File: config.mk
export PLATFORM = sky130hd
export DESIGN_NAME = number_to_word_tokens
export DESIGN_NICKNAME = d
export VERILOG_FILES = /design/src/hw/rtl/ntw_pkg.sv /design/src/hw/rtl/ntw_front.sv /design/src/hw/rtl/ntw_queue.sv /design/src/hw/rtl/ntw_back.sv /design/src/hw/rtl/number_to_word_tokens.sv
export SDC_FILE = /design/constraint.sdc
export NUM_CORES = 1
export LEC_CHECK = 0
export ABC_AREA = 1
export BUFFER_PORTS_ARGS = -buffer_cell sky130_fd_sc_hd__buf_2
export CAP_MARGIN = 10
export CORE_MARGIN = 2
export CORE_UTILIZATION = 50
export CTS_CLUSTER_DIAMETER = 200
export DETAILED_ROUTE_END_ITERATION = 8
export GPL_TIMING_DRIVEN = 0
export HOLD_SLACK_MARGIN = 0.02
export PLACE_DENSITY = 0.77
export SLEW_MARGIN = 15
export SYNTH_ARGS = -nofsm -noshare
export SYNTH_HDL_FRONTEND = slang
export SYNTH_HIERARCHICAL = 1
export SYNTH_SLANG_ARGS = --single-unit
File: constraint.sdc
create_clock -name clk -period 6.2 [get_ports clk]
set_input_delay 0.93 -clock clk [delete_from_list [all_inputs] [get_ports clk]]
set_output_delay 0.93 -clock clk [all_outputs]
set_load 0.05 [all_outputs]
File: src/hw/rtl/ntw_pkg.sv
// Shared types, token codes and helper functions for the number-to-words block.
// No dependencies; imported by every module of the block.
package ntw_pkg;

    // Field widths
    localparam int VALUE_W  = 31;
    localparam int TOK_W    = 5;
    localparam int DIGIT_W  = 4;
    localparam int NUM_DIG  = 10;
    localparam int BCD_W    = NUM_DIG * DIGIT_W;

    // Converter: first bit at load, two bits per cycle for the rest
    localparam int SHIFT_W  = VALUE_W - 1;
    localparam int ITERS    = SHIFT_W / 2;
    localparam int CNT_W    = $clog2(ITERS);

    // Token slots: four groups (billion first), five phases each
    localparam int PHASES    = 5;
    localparam int NUM_GRP   = 4;
    localparam int SLOTS     = NUM_GRP * PHASES;
    localparam int SLOT_W    = $clog2(SLOTS);
    localparam int ZERO_SLOT = 3 * PHASES + 2;

    typedef logic [TOK_W-1:0] token_t;

    // Word codes
    localparam token_t TOK_ZERO      = 5'd0;
    localparam token_t TOK_TEN       = 5'd10;
    localparam token_t TOK_TENS_BASE = 5'd18;
    localparam token_t TOK_HUNDRED   = 5'd28;
    localparam token_t TOK_THOUSAND  = 5'd29;
    localparam token_t TOK_MILLION   = 5'd30;
    localparam token_t TOK_BILLION   = 5'd31;

    typedef struct packed {
        logic   [PHASES-1:0] mask;
        token_t [PHASES-1:0] tok;
    } group_t;

    // One classified number: which slots speak, and what they say
    typedef struct packed {
        logic   [SLOTS-1:0] mask;
        token_t [SLOTS-1:0] tok;
    } entry_t;

    // Add 3 to every BCD digit of 5 or more (one double-dabble adjust)
    function automatic logic [BCD_W-1:0] dabble_adjust(input logic [BCD_W-1:0] b);
        logic [BCD_W-1:0] r;
        r = b;
        for (int k = 0; k < NUM_DIG; k++) begin
            if (b[k*DIGIT_W +: DIGIT_W] >= 4'd5) begin
                r[k*DIGIT_W +: DIGIT_W] = b[k*DIGIT_W +: DIGIT_W] + 4'd3;
            end
        end
        return r;
    endfunction

    // Spell one group of three digits into its five phase slots:
    // hundreds digit, Hundred, teen/tens word, ones word, scale word
    function automatic group_t spell_group(input logic [DIGIT_W-1:0] h,
                                           input logic [DIGIT_W-1:0] t,
                                           input logic [DIGIT_W-1:0] o,
                                           input logic               is_units,
                                           input token_t             scale);
        group_t g;
        logic   nz;
        g  = '0;
        nz = (h != 4'd0) || (t != 4'd0) || (o != 4'd0);
        g.tok[0]  = {1'b0, h};
        g.mask[0] = (h != 4'd0);
        g.tok[1]  = TOK_HUNDRED;
        g.mask[1] = (h != 4'd0);
        if (t >= 4'd2) begin
            g.tok[2]  = TOK_TENS_BASE + {1'b0, t};
            g.mask[2] = 1'b1;
            g.tok[3]  = {1'b0, o};
            g.mask[3] = (o != 4'd0);
        end
        else begin
            g.tok[2]  = (t == 4'd1) ? (TOK_TEN + {1'b0, o}) : {1'b0, o};
            g.mask[2] = (t != 4'd0) || (o != 4'd0);
        end
        g.tok[4]  = scale;
        g.mask[4] = nz && !is_units;
        return g;
    endfunction

endpackage

File: src/hw/rtl/ntw_front.sv
// Front end: accepts a number, converts it to BCD and classifies it into token slots.
// Depends on ntw_pkg.
module ntw_front
    import ntw_pkg::*;
(
    input  logic               clk,
    input  logic               rst_n,
    input  logic               in_valid,
    output logic               in_ready,
    input  logic [VALUE_W-1:0] in_value,
    output logic               out_valid,
    input  logic               out_ready,
    output entry_t             out_entry
);

    logic               busy_reg, busy_next;
    logic               done_reg, done_next;
    logic [CNT_W-1:0]   cnt_reg, cnt_next;
    logic [SHIFT_W-1:0] shift_reg, shift_next;
    logic [BCD_W-1:0]   bcd_reg, bcd_next;

    logic               accept;
    logic               push;
    logic [BCD_W-1:0]   adj1;
    logic [BCD_W-1:0]   adj2;
    logic [BCD_W-1:0]   step1;
    logic [BCD_W-1:0]   step2;
    group_t             grp [NUM_GRP];

    assign push      = done_reg && out_ready;
    assign in_ready  = !busy_reg && (!done_reg || out_ready);
    assign accept    = in_valid && in_ready;
    assign out_valid = done_reg;

    // Two double-dabble steps per cycle
    always_comb
    begin
        adj1  = dabble_adjust(bcd_reg);
        step1 = {adj1[BCD_W-2:0], shift_reg[SHIFT_W-1]};
        adj2  = dabble_adjust(step1);
        step2 = {adj2[BCD_W-2:0], shift_reg[SHIFT_W-2]};
    end

    // Sequence the conversion
    always_comb
    begin
        busy_next  = busy_reg;
        done_next  = done_reg;
        cnt_next   = cnt_reg;
        shift_next = shift_reg;
        bcd_next   = bcd_reg;
        if (push) begin
            done_next = 1'b0;
        end
        if (accept) begin
            busy_next  = 1'b1;
            cnt_next   = '0;
            shift_next = in_value[SHIFT_W-1:0];
            bcd_next   = {{(BCD_W-1){1'b0}}, in_value[VALUE_W-1]};
        end
        else if (busy_reg) begin
            shift_next = {shift_reg[SHIFT_W-3:0], 2'b00};
            bcd_next   = step2;
            cnt_next   = cnt_reg + CNT_W'(1);
            if (cnt_reg == CNT_W'(ITERS - 1)) begin
                busy_next = 1'b0;
                done_next = 1'b1;
            end
        end
    end

    always_ff @(posedge clk or negedge rst_n)
    begin
        if (!rst_n) begin
            busy_reg <= 1'b0;
            done_reg <= 1'b0;
            cnt_reg  <= '0;
        end
        else begin
            busy_reg <= busy_next;
            done_reg <= done_next;
            cnt_reg  <= cnt_next;
        end
    end

    always_ff @(posedge clk)
    begin
        shift_reg <= shift_next;
        bcd_reg   <= bcd_next;
    end

    // Classify the digits into slots, billion group lowest
    always_comb
    begin
        grp[0] = spell_group(4'd0, 4'd0, bcd_reg[39:36], 1'b0, TOK_BILLION);
        grp[1] = spell_group(bcd_reg[35:32], bcd_reg[31:28], bcd_reg[27:24],
                             1'b0, TOK_MILLION);
        grp[2] = spell_group(bcd_reg[23:20], bcd_reg[19:16], bcd_reg[15:12],
                             1'b0, TOK_THOUSAND);
        grp[3] = spell_group(bcd_reg[11:8], bcd_reg[7:4], bcd_reg[3:0],
                             1'b1, TOK_ZERO);
        for (int g = 0; g < NUM_GRP; g++) begin
            out_entry.mask[g*PHASES +: PHASES] = grp[g].mask;
            out_entry.tok[g*PHASES +: PHASES]  = grp[g].tok;
        end
        // A zero number speaks the single word Zero from the units slot
        if (bcd_reg == '0) begin
            out_entry.mask[ZERO_SLOT] = 1'b1;
        end
    end

    a_busy_not_done: assert property (@(posedge clk) disable iff (!rst_n)
        !(busy_reg && done_reg))
        else $error("front converting while a result is still held");

endmodule

File: src/hw/rtl/ntw_queue.sv
// Two-entry queue of classified numbers between front and back.
// Depends on ntw_pkg.
module ntw_queue
    import ntw_pkg::*;
(
    input  logic   clk,
    input  logic   rst_n,
    input  logic   in_valid,
    output logic   in_ready,
    input  entry_t in_entry,
    output logic   out_valid,
    input  logic   out_ready,
    output entry_t out_entry
);

    localparam int DEPTH = 2;

    entry_t      slot_reg [DEPTH];
    logic        wr_ptr_reg, wr_ptr_next;
    logic        rd_ptr_reg, rd_ptr_next;
    logic [1:0]  count_reg, count_next;
    logic        push;
    logic        pop;

    assign in_ready  = (count_reg != 2'(DEPTH));
    assign out_valid = (count_reg != 2'd0);
    assign push      = in_valid && in_ready;
    assign pop       = out_valid && out_ready;
    assign out_entry = slot_reg[rd_ptr_reg];

    // Advance pointers and occupancy
    always_comb
    begin
        wr_ptr_next = push ? !wr_ptr_reg : wr_ptr_reg;
        rd_ptr_next = pop ? !rd_ptr_reg : rd_ptr_reg;
        count_next  = count_reg + {1'b0, push} - {1'b0, pop};
    end

    always_ff @(posedge clk or negedge rst_n)
    begin
        if (!rst_n) begin
            wr_ptr_reg <= 1'b0;
            rd_ptr_reg <= 1'b0;
            count_reg  <= 2'd0;
        end
        else begin
            wr_ptr_reg <= wr_ptr_next;
            rd_ptr_reg <= rd_ptr_next;
            count_reg  <= count_next;
        end
    end

    always_ff @(posedge clk)
    begin
        if (push) begin
            slot_reg[wr_ptr_reg] <= in_entry;
        end
    end

    a_count_bound: assert property (@(posedge clk) disable iff (!rst_n)
        count_reg <= 2'(DEPTH))
        else $error("queue occupancy beyond depth");

endmodule

File: src/hw/rtl/ntw_back.sv
// Back end: walks a number's slot mask, sending one word per cycle while out_ready.
// Depends on ntw_pkg.
module ntw_back
    import ntw_pkg::*;
(
    input  logic   clk,
    input  logic   rst_n,
    input  logic   in_valid,
    output logic   in_ready,
    input  entry_t in_entry,
    output logic   out_valid,
    input  logic   out_ready,
    output token_t out_word,
    output logic   out_last
);

    logic   [SLOTS-1:0] mask_reg, mask_next;
    token_t [SLOTS-1:0] tok_reg;
    logic   [SLOT_W-1:0] cur;
    logic                out_fire;
    logic                load;

    // Pick the lowest pending slot
    always_comb
    begin
        cur = '0;
        for (int i = SLOTS - 1; i >= 0; i--) begin
            if (mask_reg[i]) begin
                cur = SLOT_W'(i);
            end
        end
    end

    assign out_valid = (mask_reg != '0);
    assign out_last  = ((mask_reg & (mask_reg - SLOTS'(1))) == '0);
    assign out_word  = tok_reg[cur];
    assign out_fire  = out_valid && out_ready;
    assign in_ready  = !out_valid || (out_fire && out_last);
    assign load      = in_valid && in_ready;

    // Drop the sent slot, or take the next number
    always_comb
    begin
        mask_next = mask_reg;
        if (load) begin
            mask_next = in_entry.mask;
        end
        else if (out_fire) begin
            mask_next = mask_reg & (mask_reg - SLOTS'(1));
        end
    end

    always_ff @(posedge clk or negedge rst_n)
    begin
        if (!rst_n) begin
            mask_reg <= '0;
        end
        else begin
            mask_reg <= mask_next;
        end
    end

    always_ff @(posedge clk)
    begin
        if (load) begin
            tok_reg <= in_entry.tok;
        end
    end

    a_zero_alone: assert property (@(posedge clk) disable iff (!rst_n)
        (out_valid && out_word == TOK_ZERO) |-> out_last)
        else $error("Zero word sent inside a longer run");

    a_run_continues: assert property (@(posedge clk) disable iff (!rst_n)
        (out_fire && !out_last) |=> out_valid)
        else $error("run ended without a last word");

endmodule

File: src/hw/rtl/number_to_word_tokens.sv
// Top level of the number-to-words block: front converter, queue, word sender.
// Depends on ntw_pkg, ntw_front, ntw_queue and ntw_back.
//
//  channel | dir | handshake          | payload
//  --------+-----+--------------------+--------------------------------------------
//  s       | in  | s_tvalid/s_tready  | s_tdata[30:0] value
//  m       | out | m_tvalid/m_tready  | m_tdata[4:0] word, m_tlast last
//
// In the front, one bit of a number is loaded and the other 30 go through the
// binary-to-decimal shifter two bits per cycle. The back sends one word per cycle
// with m_tready high, 1 to 16 words per number, while the front converts the next.
// A two-entry queue decouples the two, so either side may stall on its own.
// Reset (rst_n, asynchronous, active low) empties the converter, queue and sender.
module number_to_word_tokens
    import ntw_pkg::*;
(
    input  logic        clk,
    input  logic        rst_n,
    input  logic        s_tvalid,
    output logic        s_tready,
    input  logic [31:0] s_tdata,   // [30:0] value, [31] zero fill
    output logic        m_tvalid,
    input  logic        m_tready,
    output logic [7:0]  m_tdata,   // [4:0] word, [7:5] zero fill
    output logic        m_tlast
);

    logic   f_valid;
    logic   f_ready;
    entry_t f_entry;
    logic   q_valid;
    logic   q_ready;
    entry_t q_entry;
    token_t word;

    ntw_front u_front (
        .clk       (clk),
        .rst_n     (rst_n),
        .in_valid  (s_tvalid),
        .in_ready  (s_tready),
        .in_value  (s_tdata[VALUE_W-1:0]),
        .out_valid (f_valid),
        .out_ready (f_ready),
        .out_entry (f_entry)
    );

    ntw_queue u_queue (
        .clk       (clk),
        .rst_n     (rst_n),
        .in_valid  (f_valid),
        .in_ready  (f_ready),
        .in_entry  (f_entry),
        .out_valid (q_valid),
        .out_ready (q_ready),
        .out_entry (q_entry)
    );

    ntw_back u_back (
        .clk       (clk),
        .rst_n     (rst_n),
        .in_valid  (q_valid),
        .in_ready  (q_ready),
        .in_entry  (q_entry),
        .out_valid (m_tvalid),
        .out_ready (m_tready),
        .out_word  (word),
        .out_last  (m_tlast)
    );

    // Pack the word into the byte-wide data bus
    assign m_tdata = {3'b000, word};

endmodule
Word level (Yosys, flattened, before mapping)
Memories as Yosys holds them, arrays and structs flattened.
Index checks and enable logic that the tools add are counted.
Widths: inputs -> output; s select.
{"block": "word_totals", "word_cells": 202, "out_inout_bits": 11, "input_bits": 36, "ramBits": 118, "register_bits": 200, "memories": 1}
{"name": "u_queue.slot_reg", "depth": 2, "word_bits": 59, "rd": 1, "rd_clocked_by_memory_dff": 0, "write_ports": 1, "line": "ntw_queue.sv:18", "source": "entry_t slot_reg [DEPTH];"}
{"block": "classes", "reduce_logical": 36, "n_lt_le_gt_ge": 24, "n_bitwise": 1, "add_sub_neg": 30, "mux": 75, "eq_ne": 5}
{"op": "$mux 5", "count": 27}
{"op": "$mux 4", "count": 23}
{"op": "$ge 4x3->1 const B", "count": 20}
{"op": "$add 4x2->4 const B", "count": 18}
{"op": "$mux 30", "count": 2}
{"op": "$logic_not 40->1", "count": 1}
{"op": "$mux 20", "count": 2}
{"op": "$reduce_bool 4->1", "count": 10}
{"op": "$bmux 5 s5", "count": 1}
{"op": "$and 20x20->20", "count": 1}
{"op": "$logic_not 20->1", "count": 1}
{"op": "$reduce_bool 20->1", "count": 1}
{"op": "$sub 20x1->20 const B", "count": 1}
{"op": "$mux 1", "count": 18}
{"op": "$add 4x4->5 const A", "count": 3}
{"op": "$add 5x4->5 const A", "count": 3}
{"op": "$eq 4x1->1 const B", "count": 3}
{"op": "$ge 4x2->1 const B", "count": 3}
{"op": "$logic_or 1x1->1", "count": 9}
{"op": "$add 3x2->3 const B", "count": 2}
{"op": "$logic_and 1x1->1", "count": 6}
{"op": "$lt 5x6->1 const B", "count": 1}
{"op": "$mux 3", "count": 2}
{"op": "$reduce_bool 2->1", "count": 3}
{"op": "6 further kinds", "count": 10}

Longest topological paths before layout
{"block": "depth", "word_depth": 22, "ltp_mapped": 28, "mapped_depth_nobuf": 27}

Cells and area by module
The synthesis kept the hierarchy.
{"module": "ntw_queue", "seq_area_each_um2": 7307.0, "area_per_inst_um2": 8999.9, "cells_per_inst": 660, "instances": 1}
{"module": "ntw_front", "seq_area_each_um2": 1861.8, "area_per_inst_um2": 6208.5, "cells_per_inst": 915, "instances": 1}
{"module": "ntw_back", "seq_area_each_um2": 3503.4, "area_per_inst_um2": 5644.2, "cells_per_inst": 585, "instances": 1}
{"module": "number_to_word_tokens", "seq_area_each_um2": 0.0, "area_per_inst_um2": 26.3, "cells_per_inst": 4, "instances": 1}

Worst setup path after synthesis
No wires, ideal clock.
{"block": "synth_path", "path_kind": "reg2reg", "startpoint": "register u_queue.count_reg[1]", "endpoint": "memory u_queue/slot_reg[1][0] (netlist bit) (enable)", "period_less_slack_ns": 6.141, "setup_time_ns": 0.600, "arrival_time_ns": 5.541, "setup_slack_ns": 0.059, "stages_incl_launch_ff": 4, "t_required_ns": 5.600, "path_buffers": 0, "path_cell_list": "dfrtp_1 > nand2_1 > nand2_1 > nor2_1"}
{"block": "synth_between", "elab_chain_cells": 4}
{"item": "start: declaration", "line": "ntw_queue.sv:21", "source": "logic [1:0] count_reg, count_next;"}
{"item": "start signal: assignment", "line": "ntw_queue.sv:49", "source": "count_reg <= count_next;"}
{"item": "$ne 2x2->1", "line": "ntw_queue.sv:25", "source": "assign in_ready = (count_reg != 2'(DEPTH));"}
{"item": "named net f_ready", "line": "number_to_word_tokens.sv:29", "source": "logic f_ready;"}
{"item": "$logic_and 1x1->1", "line": "ntw_queue.sv:27", "source": "assign push = in_valid && in_ready;"}
{"item": "$mux 1", "line": "ntw_queue.sv:55", "source": "if (push) begin"}
{"item": "$mux 1 (not written as such)", "line": "ntw_queue.sv:56", "source": "slot_reg[wr_ptr_reg] <= in_entry;"}
{"item": "end: declaration", "line": "ntw_queue.sv:18"}
The timed path passes the listed nets, and every way through them passes these cells.

Final worst setup path
{"block": "layout_path", "startpoint": "register u_back.mask_reg[16]", "endpoint": "output port m_tdata[0]"}
{"block": "layout_between", "elab_chain_cells": 19}
{"item": "start: declaration", "line": "ntw_back.sv:17", "source": "logic [SLOTS-1:0] mask_reg, mask_next;"}
{"item": "start signal: assignment", "line": "ntw_back.sv:59", "source": "mask_reg <= mask_next;"}
{"item": "$mux 5 (17 in series)", "line": "ntw_back.sv:28", "source": "if (mask_reg[i]) begin"}
{"item": "$bmux 5 s5", "line": "ntw_back.sv:36", "source": "assign out_word = tok_reg[cur];"}
{"item": "$mux 5 (not written as such)", "line": "ntw_back.sv:36"}
{"item": "end: declaration", "line": "number_to_word_tokens.sv:24", "source": "output logic [7:0] m_tdata,"}
No other way between the ends. The select of a mux whose other input is x is not followed.

==> results.md <==
Run status:
- The run finished with clean final reports.

Die:
- The region available for standard cell placement spans 41000 µm².
- The width of the die is about 210 µm.
- The die height is around 210 µm.
- The site row count is between 70 and 80.
- The count of boundary I/O pins is between 40 and 50.
- The die outline area is between 40000 and 50000 µm².
- For this configuration, the core starts out at a cell density of 0.509.

Timing:
- The maximum clock frequency is 0.204 GHz.
- Setup violations remaining at the end of the flow were counted as 0.
- The final hold violation count is 0.
- At the pin with the least slew margin, the transition time is 0.903 ns.
- In the finished design, the share of the clock period the worst path needs comes to 0.791.
- The worst slew slack as a fraction of its limit is 0.398.
- Subtracting the final worst setup slack from the clock period gives 4.90 ns.
- The max-slew violation count is 0.
- For the final database, setup skew stands at 0.0236 ns.
- Setup repair after global routing left no endpoint under its margin.

Routing:
- The number of design rule violations left after detail routing is 0.
- The detail route stage leaves a number of antenna-violating nets equal to 0.
- The routed length per instance is 16.0 µm.
- The pre-antenna-repair detailed-routing pass consisted of 6 iterations.
- Across all layers, the routed design uses between 10000 and 15000 vias.
- The final wirelength is about 46 mm.
- The violation count after the first detailed-routing iteration is approximately 1300.
- Dividing the detail-routed via count by the number of cells gives ~5.2.

Finish:
- The final net count is between 2000 and 2500.
- The register with the most flip-flops in the layout has 240 of them.
- The number of antenna diodes is 0.
- The layout has 3400 filler cells.
- The footprint of the flip-flops and latches is approximately 13000 µm².
- Relative to the synthesized area, the layout overhead comes to 13.6%.
- The share of final-layout standard cells stronger than drive strength 1 is 0.127.
- Summing all multi-input logic gate instances after layout gives roughly 6500 µm².
- The final instance area is around 24000 µm².

Yosys:
- By count the netlist is led by sky130_fd_sc_hd__nand2_1 (799), sky130_fd_sc_hd__edfxtp_1 (371), sky130_fd_sc_hd__inv_1 (235).
- The post-synth design cell area is between 20000 and 25000 µm².
- The total of flip-flops plus latches after synthesis is 440.
- A synthesized cell averages just under 10 µm².
- The fraction of synthesis flops using an asynchronous set or reset pin is 0.0682.
- The number of standard cells after synthesis is 2164.
- Of the post-synthesis cell area, the dominant cell type holds 0.534.
- The biggest area contributor in the post-synthesis netlist is sky130_fd_sc_hd__edfxtp_1.
- By area, the combinational part of the netlist is dominated by simple AND/OR/NAND/NOR gates.
- The adder and majority cell fraction of the synthesized area is 0.0300.
- The number of distinct library cells after synthesis is between 40 and 50.
- The synthesized design contains roughly 370 enable-type register cells.
- The share of the yosys chip area belonging to registers is 0.607.
- Among all flip-flop cells after synthesis, the most frequent one is sky130_fd_sc_hd__edfxtp_1.
- By area the synthesized netlist is led by sky130_fd_sc_hd__edfxtp_1 (53%), sky130_fd_sc_hd__nand2_1 (14%), sky130_fd_sc_hd__inv_1 (4.2%), sky130_fd_sc_hd__nand3_1 (3.8%), sky130_fd_sc_hd__dfxtp_1 (3.7%).
- The complex-gate fraction of the synthesized area is 0.0477.
- Of the total synthesized cell area, the portion taken by AND, OR, NAND and NOR gates is 0.218.
- The most common cell in the synthesized netlist is sky130_fd_sc_hd__nand2_1.
- Yosys printed 6 warnings.
- Of the post-synthesis cell area, the part taken by muxes is 0.
- Of the total synthesized cell area, the portion taken by XOR and XNOR cells is 0.00294.

Worst setup path:
- The signal on the critical path passes through nor2_1 -> inv_1 -> o21ai_0 -> nand2_1 -> nand2_1 -> nand2_1 -> nand2_1 -> nand2_1 -> a21oi_1 -> clkinv_1 -> clkbuf_1 -> nand3_1 -> nand3_1 -> nand3_1 -> nand2_1 -> nand2_1 -> nand2_1 -> buf_2.
- The most numerous cell on the critical path is sky130_fd_sc_hd__nand2_1.
- The startpoint type of the worst setup path is a register.
- The number of buffers and inverters on the critical path is 4.
- At the worst endpoint, the required time is 5.27 ns.
- STA classifies the critical path endpoint as a primary output.
- The signal arrival time at the worst endpoint is 3.97 ns.
- The slowest cell on the critical path is sky130_fd_sc_hd__a21oi_1.
- The delay of the slowest critical-path stage is roughly 0.64 ns.
- By startpoint and endpoint, the worst setup path is classified as register to primary output.
- The maximum fanout along the worst path is 10.
- The cell family contributing the most delay on the critical path is simple AND/OR/NAND/NOR gates.
- The reg-to-reg critical path startpoint is u_back/mask_reg[1]$_DFFE_PN0P_.
- The cell count of the worst reg-to-reg path is 14.
- Tracing the worst setup path back leads to its startpoint at u_back/mask_reg[16]$_DFFE_PN0P_.
- The number of gates on the worst path with buffers counted is 18.

Clock network:
- The tree is rooted in a sky130_fd_sc_hd__clkbuf_16.
- After clock tree synthesis, the clock-pin slew on the worst setup and hold paths is about 0.060 ns.
- Buffers added to address setup during post-CTS repair amount to 0.
- The clock reaches the later pin of the worst-skew pair after 0.58 ns.
- The quantity of gates resized following cts is 0.
- The clock drives 440 sinks.
- The H-tree generated during clock tree synthesis spans 2 levels.
- The number of hold-repair buffers added at the cts stage is 0.
- Counting along the longest clock path gives a buffer depth of 3.
- The TritonCTS clock tree is done.
- The CTS buffer count is 47.

Global route:
- The total overflow left after global routing is 0.
- The initial antenna violation count is 0.
- Across every metal layer, demand over resource in global routing totals 0.214.
- The first global-routing pass estimated ~74 mm of wire.
- Entering global routing, the biggest net connects 75 pins.
- The via count of the first global-routing pass came to 14300.

Job:
- Max-cap violations in this run came to 0.

Hold path:
- The worst hold path class is primary input to async pin.

Placed design:
- The routability congestion estimate is 0.954.
- Once detailed placement completed, the half-perimeter wirelength came to around 32 mm.
- Port buffering added between 40 and 50 buffers.
- The standard cell area after detailed placement is between 20000 and 25000 µm².
==> worst reg2reg max path: cells and delay by family (launching register included) <==
kind	cells	cell delay, ns
flip-flops	1	0.41
AND/OR/NAND/NOR	12	1.82
buffers and inverters	2	0.67
==> cell usage in the layout (no fill, tap or decap), types with 10 or more instances in the layout <==
cell type | netlist | final
sky130_fd_sc_hd__a21oi_1 | 34 | 34
sky130_fd_sc_hd__clkbuf_1 | 21 | 28
sky130_fd_sc_hd__clkbuf_16 | 0 | 47
sky130_fd_sc_hd__edfxtp_1 | 371 | 371
sky130_fd_sc_hd__o22ai_1 | 23 | 23
sky130_fd_sc_hd__conb_1 | 3 | 64
sky130_fd_sc_hd__o21ai_0 | 62 | 62
sky130_fd_sc_hd__nand3b_1 | 20 | 20
sky130_fd_sc_hd__nor2_1 | 61 | 60
sky130_fd_sc_hd__clkinv_2 | 0 | 15
sky130_fd_sc_hd__buf_2 | 26 | 68
sky130_fd_sc_hd__inv_1 | 235 | 234
sky130_fd_sc_hd__dfrtp_1 | 30 | 30
sky130_fd_sc_hd__nand4_1 | 14 | 14
sky130_fd_sc_hd__clkinv_1 | 4 | 10
sky130_fd_sc_hd__ha_1 | 50 | 50
sky130_fd_sc_hd__dfxtp_1 | 39 | 39
sky130_fd_sc_hd__nand3_1 | 159 | 159
sky130_fd_sc_hd__nand2_1 | 799 | 799
sky130_fd_sc_hd__o21ai_1 | 34 | 34
sky130_fd_sc_hd__buf_4 | 86 | 86
sky130_fd_sc_hd__buf_6 | 14 | 14
==> kinds of logic (layout without fill, tap and decap cells) <==
| logic type | Yosys count | count (layout) |
|---|---|---|
| simple gates | 1086 | 1086 |
| flops | 440 | 440 |
| buf+inv | 400 | 537 |
| compound gates | 178 | 178 |
| fa+ha+maj | 50 | 50 |
| xor+xnor | 7 | 7 |
| other cells | 3 | 64 |
==> metal layers <==
layer / vias up / track usage / part of all wire / wire (µm)
met5: - / 0 / 0 / 0
met4: 0 / 0.0816 / 0.037 / 1690
met3: 107 / 0.0334 / 0.059 / 2740
met2: 524 / 0.354 / 0.47 / 21700
met1: 7016 / 0.286 / 0.43 / 20000
li1: 7286 / - / - / -
==> final cells by class <==
type,count,area share
multi-input cells,1385,0.273
clock inverters,32,0.0132
clock buffers,55,0.0513
inverters,249,0.0399
plain buffers,151,0.0433
repair buffers,50,0.0172
flip-flops and latches,440,0.534
well taps,532,0.0281
==> through the flow <==
stage / std cells / setup WS (ns) / TNS, ns / hold slack, ns / utilization
2_1_floorplan: 2225 / 0.0590 / 0 / 0.442 / -
3_3_place_gp: 2799 / -2.96 / -354.24 / 0.453 / 0.536
3_5_place_dp: 2807 / 1.93 / 0 / 0.463 / 0.541
4_1_cts: 2894 / 1.29 / 0 / 0.412 / 0.578
5_1_grt: 2894 / 0.991 / 0 / 0.464 / 0.578
6_report: 2894 / 1.30 / 0 / 0.424 / 0.578
==> worst paths after layout <==
path,endpoint,slack [ns]
max in group asynchronous,u_back/mask_reg[8]$_DFFE_PN0P_,5.29
worst min-delay path,u_front/cnt_reg[3]$_DFFE_PN0P_,0.42
worst min register to register,u_queue/wr_ptr_reg$_DFFE_PN0P_,0.47
worst max-delay path,m_tdata[0],1.30
worst max register to register,u_back/tok_reg[56]$_DFFE_PP_,2.92
min in group clk,u_queue/wr_ptr_reg$_DFFE_PN0P_,0.47
Power is left out: the tool's default activity adds up to more than one toggle a clock period on the data nets, which glitch-free logic cannot reach.
